**config.mk**
```make
export PLATFORM = sky130hd
export DESIGN_NAME = dda_line_rasterizer
export DESIGN_NICKNAME = d
export VERILOG_FILES = /design/src/hw/rtl/ddalr_pkg.sv /design/src/hw/rtl/dda_line_rasterizer.sv /design/src/hw/rtl/ddalr_ctrl.sv /design/src/hw/rtl/ddalr_dpath.sv
export SDC_FILE = /design/constraint.sdc
export NUM_CORES = 1
export LEC_CHECK = 0
export BUFFER_PORTS_ARGS = -buffer_cell sky130_fd_sc_hd__buf_2
export CORE_UTILIZATION = 50
export DETAILED_ROUTE_END_ITERATION = 10
export GPL_TIMING_DRIVEN = 0
export PLACE_DENSITY = 0.72
export SLEW_MARGIN = 20
export SYNTH_ARGS = -nofsm -noshare
export SYNTH_HDL_FRONTEND = slang
export SYNTH_SLANG_ARGS = --single-unit
```
**constraint.sdc**
```tcl
create_clock -name clk -period 3.5 [get_ports clk]
set_input_delay 0.35 -clock clk [delete_from_list [all_inputs] [get_ports clk]]
set_output_delay 0.35 -clock clk [all_outputs]
set_load 0.05 [all_outputs]
```
**src/hw/rtl/ddalr_pkg.sv**
```systemverilog
`timescale 1ns / 1ps

package ddalr_pkg;

	localparam int COORD_RANGE_DEF = 512;
	localparam int FRAC_BITS_DEF   = 16;

	// input tuser: item kind
	localparam logic CMD_START = 1'b0;
	localparam logic CMD_STEP  = 1'b1;

	// output tuser: result status
	localparam logic [1:0] ST_PIXEL   = 2'd0;
	localparam logic [1:0] ST_NO_LINE = 2'd1;
	localparam logic [1:0] ST_REJECT  = 2'd2;

	typedef struct packed {
		logic start_line;
		logic reject;
		logic step;
		logic idle_step;
		logic out_load;
		logic div_run;
	} ddalr_cmd_t;

	typedef struct packed {
		logic is_step;
		logic bad_ends;
		logic dx_zero;
		logic step_final;
	} ddalr_stat_t;

endpackage

```
**src/hw/rtl/dda_line_rasterizer.sv**
```systemverilog
`timescale 1ns / 1ps
// Every item's result is in the output register in the cycle after the item is taken.
// Step items and rejected starts: one item per cycle while the output is drained.
// A start with end x above start x then holds off input while the restoring divider
// forms the slope, one bit a cycle.
// arst_n clears the sequencer, the output valid flag and the active-line flag.
module dda_line_rasterizer #(
	parameter int COORD_RANGE = ddalr_pkg::COORD_RANGE_DEF,  // power of two
	parameter int FRAC_BITS   = ddalr_pkg::FRAC_BITS_DEF
) (
	input  logic                  clk,
	input  logic                  arst_n,
	input  logic                  s_tvalid,
	output logic                  s_tready,
	// x_begin, y_begin, x_finish, y_finish
	input  logic [((4*$clog2(COORD_RANGE)+7)/8)*8-1:0] s_tdata,
	// cmd
	input  logic                  s_tuser,
	output logic                  m_tvalid,
	input  logic                  m_tready,
	// pixel_x, pixel_y
	output logic [((2*$clog2(COORD_RANGE)+7)/8)*8-1:0] m_tdata,
	// status
	output logic [1:0]            m_tuser,
	// final_pixel
	output logic                  m_tlast
);

	localparam int COORD_W = $clog2(COORD_RANGE);
	localparam int IN_W    = ((4 * COORD_W + 7) / 8) * 8;
	localparam int OUT_W   = ((2 * COORD_W + 7) / 8) * 8;

	ddalr_pkg::ddalr_cmd_t  cmd;
	ddalr_pkg::ddalr_stat_t stat;

	ddalr_ctrl #(
		.DIV_STEPS(COORD_W + FRAC_BITS)
	) u_ctrl (
		.clk      (clk),
		.arst_n   (arst_n),
		.s_tvalid (s_tvalid),
		.s_tready (s_tready),
		.m_tvalid (m_tvalid),
		.m_tready (m_tready),
		.stat     (stat),
		.cmd      (cmd)
	);

	ddalr_dpath #(
		.COORD_W   (COORD_W),
		.FRAC_BITS (FRAC_BITS),
		.IN_W      (IN_W),
		.OUT_W     (OUT_W)
	) u_dpath (
		.clk     (clk),
		.s_tdata (s_tdata),
		.s_tuser (s_tuser),
		.cmd     (cmd),
		.stat    (stat),
		.m_tdata (m_tdata),
		.m_tuser (m_tuser),
		.m_tlast (m_tlast)
	);

endmodule

```
**src/hw/rtl/ddalr_ctrl.sv**
```systemverilog
`timescale 1ns / 1ps

module ddalr_ctrl #(
	parameter int DIV_STEPS = 25
) (
	input  logic                 clk,
	input  logic                 arst_n,
	input  logic                 s_tvalid,
	output logic                 s_tready,
	output logic                 m_tvalid,
	input  logic                 m_tready,
	input  ddalr_pkg::ddalr_stat_t stat,
	output ddalr_pkg::ddalr_cmd_t  cmd
);

	localparam int CNT_W = $clog2(DIV_STEPS);

	typedef enum logic {
		IDLE,
		DIVIDE
	} state_t;

	state_t           state_q;
	logic             out_valid_q;
	logic             line_active_q;
	logic [CNT_W-1:0] cnt_q;
	logic             accept;

	// output slot must be free (or freeing) before an item is taken
	assign s_tready = (state_q == IDLE) && (!out_valid_q || m_tready);
	assign accept   = s_tvalid && s_tready;
	assign m_tvalid = out_valid_q;

	always_comb begin
		cmd.start_line = accept && !stat.is_step && !stat.bad_ends;
		cmd.reject     = accept && !stat.is_step && stat.bad_ends;
		cmd.step       = accept && stat.is_step && line_active_q;
		cmd.idle_step  = accept && stat.is_step && !line_active_q;
		cmd.out_load   = accept;
		cmd.div_run    = (state_q == DIVIDE);
	end

	always_ff @(posedge clk or negedge arst_n) begin
		if (!arst_n) begin
			state_q       <= IDLE;
			out_valid_q   <= 1'b0;
			line_active_q <= 1'b0;
			cnt_q         <= '0;
		end else begin
			if (accept) begin
				out_valid_q <= 1'b1;
			end else if (m_tready) begin
				out_valid_q <= 1'b0;
			end
			unique case (state_q)
				IDLE: begin
					if (cmd.reject) begin
						line_active_q <= 1'b0;
					end else if (cmd.start_line) begin
						line_active_q <= !stat.dx_zero;
						if (!stat.dx_zero) begin
							state_q <= DIVIDE;
							cnt_q   <= CNT_W'(DIV_STEPS - 1);
						end
					end else if (cmd.step && stat.step_final) begin
						line_active_q <= 1'b0;
					end
				end
				DIVIDE: begin
					if (cnt_q == '0) begin
						state_q <= IDLE;
					end else begin
						cnt_q <= cnt_q - 1'b1;
					end
				end
			endcase
		end
	end

endmodule

```
**src/hw/rtl/ddalr_dpath.sv**
```systemverilog
`timescale 1ns / 1ps

module ddalr_dpath #(
	parameter int COORD_W   = 9,
	parameter int FRAC_BITS = 16,
	parameter int IN_W      = 40,
	parameter int OUT_W     = 24
) (
	input  logic                   clk,
	input  logic [IN_W-1:0]        s_tdata,
	input  logic                   s_tuser,
	input  ddalr_pkg::ddalr_cmd_t  cmd,
	output ddalr_pkg::ddalr_stat_t stat,
	output logic [OUT_W-1:0]       m_tdata,
	output logic [1:0]             m_tuser,
	output logic                   m_tlast
);

	localparam int SLOPE_W = COORD_W + FRAC_BITS;
	localparam int ACC_W   = COORD_W + 1 + FRAC_BITS;

	logic [COORD_W-1:0] xb, yb, xf, yf;
	logic [COORD_W-1:0] dy;
	logic [COORD_W-1:0] cur_x_q, stop_x_q, next_x;
	logic [ACC_W-1:0]   acc_q, acc_step, acc_start, acc_sel;
	logic [ACC_W:0]     round_sum;
	logic [COORD_W-1:0] py_calc;
	logic [SLOPE_W-1:0] quo_q;   // dividend shift-in during divide, slope after
	logic [COORD_W-1:0] rem_q;
	logic [COORD_W-1:0] dvs_q;
	logic [COORD_W:0]   shifted;
	logic [COORD_W+1:0] diff;
	logic               take;
	logic [COORD_W-1:0] px_q, py_q;
	logic               fin_q;
	logic [1:0]         st_q;

	assign xb = s_tdata[COORD_W-1:0];
	assign yb = s_tdata[2*COORD_W-1:COORD_W];
	assign xf = s_tdata[3*COORD_W-1:2*COORD_W];
	assign yf = s_tdata[4*COORD_W-1:3*COORD_W];
	assign dy = yf - yb;

	assign next_x    = cur_x_q + 1'b1;
	assign acc_step  = acc_q + ACC_W'(quo_q);
	assign acc_start = ACC_W'({yb, {FRAC_BITS{1'b0}}});
	assign acc_sel   = cmd.step ? acc_step : acc_start;

	// round to nearest: add one half, keep the integer bits
	assign round_sum = {1'b0, acc_sel}
		+ {{(ACC_W - FRAC_BITS + 1){1'b0}}, 1'b1, {(FRAC_BITS - 1){1'b0}}};
	assign py_calc   = round_sum[FRAC_BITS+COORD_W-1:FRAC_BITS];

	// restoring divider, one quotient bit per cycle
	assign shifted = {rem_q, quo_q[SLOPE_W-1]};
	assign diff    = {1'b0, shifted} - {2'b00, dvs_q};
	assign take    = !diff[COORD_W+1];

	always_comb begin
		stat.is_step    = (s_tuser == ddalr_pkg::CMD_STEP);
		stat.bad_ends   = (xf < xb) || (yf < yb);
		stat.dx_zero    = (xf == xb);
		stat.step_final = (next_x == stop_x_q);
	end

	always_ff @(posedge clk) begin
		if (cmd.start_line) begin
			cur_x_q  <= xb;
			stop_x_q <= xf;
			acc_q    <= acc_start;
			rem_q    <= '0;
			dvs_q    <= xf - xb;
			quo_q    <= stat.dx_zero ? '0 : {dy, {FRAC_BITS{1'b0}}};
		end else if (cmd.step) begin
			cur_x_q <= next_x;
			acc_q   <= acc_step;
		end else if (cmd.div_run) begin
			rem_q <= take ? diff[COORD_W-1:0] : shifted[COORD_W-1:0];
			quo_q <= {quo_q[SLOPE_W-2:0], take};
		end

		if (cmd.out_load) begin
			priority if (cmd.start_line) begin
				px_q  <= xb;
				py_q  <= py_calc;
				fin_q <= stat.dx_zero;
				st_q  <= ddalr_pkg::ST_PIXEL;
			end else if (cmd.step) begin
				px_q  <= next_x;
				py_q  <= py_calc;
				fin_q <= stat.step_final;
				st_q  <= ddalr_pkg::ST_PIXEL;
			end else if (cmd.reject) begin
				px_q  <= '0;
				py_q  <= '0;
				fin_q <= 1'b0;
				st_q  <= ddalr_pkg::ST_REJECT;
			end else begin
				px_q  <= '0;
				py_q  <= '0;
				fin_q <= 1'b0;
				st_q  <= ddalr_pkg::ST_NO_LINE;
			end
		end
	end

	assign m_tdata = OUT_W'({py_q, px_q});
	assign m_tuser = st_q;
	assign m_tlast = fin_q;

endmodule

```
==> results of run 1 <==
-- registers in the layout, indices dropped and copies added, names as in the netlist --
signal and flops:
u_dpath.px_q 9, u_dpath.py_q 9, u_dpath.m_tlast 1, u_dpath.quo_q 25, u_ctrl.state_q 1, u_dpath.rem_q 9, u_dpath.cur_x_q 9, u_ctrl.m_tvalid 1
u_dpath.m_tuser 2, u_ctrl.line_active_q 1, u_dpath.dvs_q 9, u_ctrl.cnt_q 5, u_dpath.stop_x_q 9, u_dpath.acc_q 25
-- kinds of logic (layout without fill, tap and decap cells) --
logic type                 count (synthesis)  count (layout)  synth area share (%)
AOI/OAI and AO/OA                        198             198                 17.72
xor gates and xnor gates                  56              56                 6.710
adders and majority gates                 59              59                 10.51
buffers and inverters                     84             194                 5.323
DFF                                      115             115                 43.27
muxes                                      5               5                0.7018
other                                      1               6               0.05130
and+or+nand+nor                          230             230                 15.71
-- cells in the final DEF, fill, tap and decap left out, types with 10 or more instances in the layout --
cell / n
a21o_1: 12
a21oi_1: 56
and2_1: 20
buf_2: 66
buf_4: 20
clkbuf_1: 17
clkbuf_16: 22
dfxtp_1: 25
edfxtp_1: 82
ha_1: 47
inv_1: 51
nand2_1: 68
nor2_1: 53
nor2b_1: 13
o21ai_0: 46
o22ai_1: 10
xnor2_1: 27
xor2_1: 28
-- per-stage QoR --
step                      cells  TNS (ns)  instance area, sq um  total power (W)
final                      1043         0                  8851         0.007219
after detailed placement    996    -13.60                  7873         0.005036
after floorplan             753         0                  7328         0.004388
after global placement      996    -30.50                  7869         0.004941
after global routing       1043  -0.01643                  8851         0.007651
after CTS                  1040  -0.01180                  8717         0.007078
-- worst min-delay path by stage --
stage                 from                            end  slack (ns)  cells after the start
6_report       s_tdata[23]  u_dpath.stop_x_q[5]$_DFFE_PP_        0.12                      1
5_1_grt        s_tdata[25]  u_dpath.stop_x_q[7]$_DFFE_PP_        0.11                      1
4_1_cts        s_tdata[25]  u_dpath.stop_x_q[7]$_DFFE_PP_        0.10                      1
3_5_place_dp        arst_n    u_ctrl.m_tvalid$_DFFE_PN0P_        0.20                      1
3_3_place_gp        arst_n    u_ctrl.m_tvalid$_DFFE_PN0P_        0.19                      1
2_1_floorplan       arst_n    u_ctrl.cnt_q[0]$_DFFE_PN0P_        0.05                      0
-- routing by layer --
metal / share of wire (%) / wire (um)
met1: 44 / 8140
met2: 46 / 8538
met3: 6.3 / 1170
met4: 3.6 / 676
met5: 0 / 0
-- where the power goes --
group          switching [W]  total (W)  internal [W]
clock network       0.000599    0.00177       0.00117
logic                0.00192    0.00323       0.00131
registers           0.000261    0.00221       0.00195
total                0.00278    0.00722       0.00444
-- critical path, stage by stage (launching register included) --
cell      delay [ns]
edfxtp_1        0.42
ha_4            0.30
buf_6           0.13
nand4_4         0.09
a2111o_1        0.45
or2_1           0.27
nand2_2         0.08
xor2_2          0.18
buf_4           0.14
buf_4           0.09
buf_4           0.09
buf_4           0.09
buf_4           0.09
and3_4          0.20
nor4b_4         0.22
xor2_1          0.18
o21ai_0         0.11
-- cell type report --
type	count	area (sq um)	area share, %
plain buffers	31	196.4	2.219
clock buffers	28	603.1	6.814
clock inverters	4	26.28	0.2969
inverters	53	202.7	2.290
multi-input cells	554	4004	45.24
flip-flops and latches	115	3163	35.74
well taps	180	225.2	2.545
repair buffers	78	430.4	4.863
-- what timing repair did --
action / in CTS / in global routing
endpoints found under the hold margin: 8 / 0
hold buffers: 1 / 0
resized for setup: 20 / 19
buffers inserted: 11 / 3
pin swaps: 13 / 7
endpoints found under the setup margin: 24 / 25
==> metrics.txt, run 1 <==
final WL 18.53 mm; sequential fraction of the synthesis area between 40% and 50%; Leak 3.704 nW; IO buf count 63; fin crit share between 90% and 100%; top_reg_cell synth edfxtp_1; Via density just under 6; Ports 74; met1 usage between 30 and 40%; Crit Path Class reg2reg; reg2reg path depth 16; CP Data Required Time approximately 3.6 ns; DR pass1 iterations 6; CP arrival 3.54 ns; met2 GRT Util 41.61%; FF-to-FF End u_dpath.py_q[4]$_DFFE_PP_; Power Dens Cells ~820 nW/um^2; worst-path fanout max 7; antenna violations before repair 0; EDFF count, synth approximately 80; P&R area growth vs syn 21.09%; Hold Path Class in2reg; Worst Hold Margin 0.1200 ns; chip width 122.9 um; Setup crit end kind register; clk sinks roughly 120; Clock Latency Late Sink approximately 0.42 ns; asr flop ratio synth approximately 7.0%; Synth area leaders edfxtp_1 (34%), ha_1 (9.4%), dfxtp_1 (6.8%); ant diodes 0; area leader, netlist edfxtp_1; max-slew violation count 0; FF+latch count, synth around 120; hpwl dp ~13 mm; Post-Syn Area 7310 sq um; GRT Overall Usage between 20% and 30%; largest net degree at the start of global routing 28; CTS tree built; Die Area 15110 sq um; clock root buffer clkbuf_16; final setup skew between 0.006 and 0.007 ns; gp weighted congestion just over 0.9; met3 Use GR between 4 and 5%; via count 6122; global route overflow 0; DRC Markers 0; Critical R2R Launch u_dpath.quo_q[9]$_SDFFCE_PP0P_; Final Hold Fails 0; Max-cap violations 0; routed len/inst around 18 um; Util after Layout between 60% and 70%; top-area cell type share of the netlist area about a third; initial drt markers 480; fin worst setup slack a little under 0.09 ns; # rows 43; Syn Inst Count around 750; top-count cell post-synth edfxtp_1; Slew Limit Headroom 32.56%; vias in the first global route 5936; Starting Density about half; H-tree depth 4; filler cell count 1093; r2r setup slk 0.09 ns; synth unique cells 70; Setup Viol. Count Final 0; share of layout cells above drive strength 1 20.16%; clock transition at the registers of the reported paths about 0.060 ns; Max Freq approximately 290 MHz; Critical Path Source Type register; Ys Warns 0; outcome complete, no violations; final-stage net count around 950; Most Crowded Layer GR met2; DP Worst Slack -0.6097 ns; height of the die between 100 and 150 um; first-pass GRT wire length 29.15 mm; Tmin final 3.411 ns; CTS buffer count 17; Max Root-Sink Buffers 2; CP endpoint u_dpath.py_q[4]$_DFFE_PP_; Final ANT Viol Nets 0; Post-synth top cells edfxtp_1 (82), nand2_1 (70), a21oi_1 (56); core area ~14000 sq um; Avg Cell Area, Syn 9.772 sq um; Least-Margin Pin Slew 1.010 ns; Peak supply drop about 0.00043 V; CP Launch Point u_dpath.quo_q[9]$_SDFFCE_PP0P_
Note: power is estimated with default switching activity, not from simulation.
==> inputs of run 2 (changes only) <==
--- a/config.mk
+++ b/config.mk
@@ -7,8 +7,10 @@
 export LEC_CHECK = 0
 export BUFFER_PORTS_ARGS = -buffer_cell sky130_fd_sc_hd__buf_2
 export CORE_UTILIZATION = 50
+export CTS_CLUSTER_SIZE = 16
 export DETAILED_ROUTE_END_ITERATION = 10
 export GPL_TIMING_DRIVEN = 0
+export HOLD_SLACK_MARGIN = 0.15
 export PLACE_DENSITY = 0.72
 export SLEW_MARGIN = 20
 export SYNTH_ARGS = -nofsm -noshare
==> metrics.txt, run 2 (same netlist as run 1, synthesis figures left out) <==
final-stage net count 963 (was 954); Sequential cell area 3163 sq um (unchanged); initial drt markers 506 (was 480); Design Power 0.007232 W (was 0.007219 W); Final ANT Viol Nets 0 (unchanged); worst-path fanout max 7 (unchanged); routed len/inst 17.72 um (was 17.76 um); Critical R2R Launch u_dpath.quo_q[9]$_SDFFCE_PP0P_ (unchanged); Die Area 15110 sq um (unchanged); CP cell instances ha_4, buf_6, nand4_4, a2111o_1, or2_1, nand2_2, xor2_2, buf_4, buf_4, buf_4, buf_4, buf_4, and3_4, nor4b_4, xor2_1, o21ai_0 (unchanged); CP arrival 3.54 ns (about the same); Final Hold Fails 0 (unchanged); Max Freq 293.7 MHz (was 293.2 MHz); most frequent cells in the layout edfxtp_1 (82), nand2_1 (68), buf_2 (66) (unchanged); multi-input logic area 4004 sq um (unchanged); post-route setup TNS 0 ns (unchanged); GRT Overall Usage 25.99% (was 25.90%); FF-to-FF End u_dpath.py_q[4]$_DFFE_PP_ (unchanged); fin crit share 97.29% (was 97.46%); CTS buffer count 17 (unchanged); Setup crit end kind register (unchanged); clock transition at the registers of the reported paths 0.05 ns (was 0.06 ns); antenna violations before repair 0 (unchanged); CP Data Required Time 3.63 ns (about the same); chip width 122.9 um (unchanged); Via density 5.797 (was 5.870); Least-Margin Pin Slew 1.033 ns (was 1.010 ns); DP Worst Slack -0.6097 ns (unchanged); DRC Markers 0 (unchanged); CTS tree built (unchanged); most common cell after layout, fill and taps aside edfxtp_1 (unchanged); core area 14100 sq um (unchanged); IO buf count 63 (unchanged); Max Root-Sink Buffers 2 (unchanged); height of the die 122.9 um (unchanged); slowest stage delay, CP 0.45 ns (about the same); Ports 74 (unchanged); clock root buffer clkbuf_16 (unchanged); Critical Path Source Type register (unchanged); Setup Viol. Count Final 0 (unchanged); Placed Area 7873 sq um (unchanged); Tmin final 3.405 ns (was 3.411 ns); Max-cap violations 0 (unchanged); Slew Limit Headroom 31.03% (was 32.56%); critical path's slowest cell a2111o_1 (unchanged); via count 6098 (was 6122); filler cell count 1083 (was 1093); CP Launch Point u_dpath.quo_q[9]$_SDFFCE_PP0P_ (unchanged); fin area 8941 sq um (was 8851 sq um); top flop regs u_dpath.acc_q: 25 flops, u_dpath.quo_q: 25 flops (unchanged); final WL 18.64 mm (was 18.53 mm); CP endpoint u_dpath.py_q[4]$_DFFE_PP_ (unchanged); clk sinks 115 (unchanged); largest net degree at the start of global routing 28 (unchanged); Leak 3.741 nW (was 3.704 nW); # rows 43 (unchanged); fin worst setup slack 0.09486 ns (was 0.08883 ns); share of layout cells above drive strength 1 19.95% (was 20.16%); H-tree depth 4 (unchanged); Starting Density 51.86% (unchanged); crit-path most repeated cell buf_4 (unchanged); DR pass1 iterations 5 (was 6); outcome complete, no violations (unchanged); r2r setup slk 0.09 ns (about the same); Hold Path Class in2reg (unchanged); Clock Latency Late Sink 0.42 ns (about the same); Crit Path Class reg2reg (unchanged); reg2reg path depth 16 (unchanged); gp weighted congestion 0.9160 (unchanged); ant diodes 0 (unchanged); vias in the first global route 5941 (was 5936); hpwl dp 13.43 mm (unchanged); first-pass GRT wire length 29.21 mm (was 29.15 mm); max-slew violation count 0 (unchanged); Worst Hold Margin 0.2435 ns (was 0.1200 ns); global route overflow 0 (unchanged); P&R area growth vs syn 22.32% (was 21.09%); final setup skew 0.007434 ns (was 0.006832 ns); Peak supply drop 0.0004338 V (was 0.0004321 V); Power Dens Cells 808.9 nW/um^2 (was 815.6 nW/um^2)
run 2: how the worst min path moves through the flow:
| stage | start | to | slack, ns | depth (start not counted) |
|---|---|---|---|---|
| floorplan | arst_n | u_ctrl.cnt_q[0]$_DFFE_PN0P_ | 0.05 | 0 |
| global placement | arst_n | u_ctrl.m_tvalid$_DFFE_PN0P_ | 0.19 | 1 |
| detailed placement | arst_n | u_ctrl.m_tvalid$_DFFE_PN0P_ | 0.20 | 1 |
| CTS | s_tvalid | u_ctrl.m_tvalid$_DFFE_PN0P_ | 0.20 | 3 |
| global route | s_tvalid | u_ctrl.m_tvalid$_DFFE_PN0P_ | 0.25 | 3 |
| finish | s_tvalid | u_ctrl.m_tvalid$_DFFE_PN0P_ | 0.24 | 3 |
run 2: what timing repair did:
item,in CTS,in global routing
gates resized for setup,20,19
hold buffers,10,0
endpoints found under the hold margin,17,0
endpoints found under the setup margin,24,25
pin swaps,13,7
buffers inserted,11,3
run 2: final cells by class:
cell class | instances | share of cell area [%]
Clock inverter | 4 | 0.2939
Inverter | 53 | 2.267
Tap cell | 180 | 2.519
Buffer | 31 | 2.197
Timing Repair Buffer | 87 | 5.821
Multi-Input combinational cell | 554 | 44.78
Clock buffer | 28 | 6.745
Sequential cell | 115 | 35.38
run 2: worst max-delay path: cells and delay by family, from the launching register on:
kind                     cells  cell delay [ns]
AND/OR/NAND/NOR              5             0.86
buffers and inverters        6             0.62
flip-flops                   1             0.42
adder cells (fa/ha/maj)      1             0.30
XOR/XNOR                     2             0.35
AO/OA/AOI/OAI                2             0.56
run 2: metrics by stage:
| step | utilization (%) | cells |
|---|---|---|
| finish | 63.43 | 1052 |
| global route | 63.43 | 1052 |
| CTS | 62.48 | 1049 |
| detailed placement | 55.85 | 996 |
| global placement | 55.82 | 996 |
| floorplan | - | 753 |
run 2: where the power goes:
| part | leakage (nW) | total, W | switching, W | internal, W |
|---|---|---|---|---|
| sequential | 1.07 | 0.00221 | 0.000261 | 0.00195 |
| clock | 0.308 | 0.00177 | 0.000601 | 0.00117 |
| combinational | 2.36 | 0.00325 | 0.00193 | 0.00132 |
run 2: metal layers:
metal  global-route usage [%]  share of wire (%)
met1                    32.88                 45
met2                    41.96                 46
met3                    4.889                5.7
met4                    14.25                3.4
met5                        0                  0
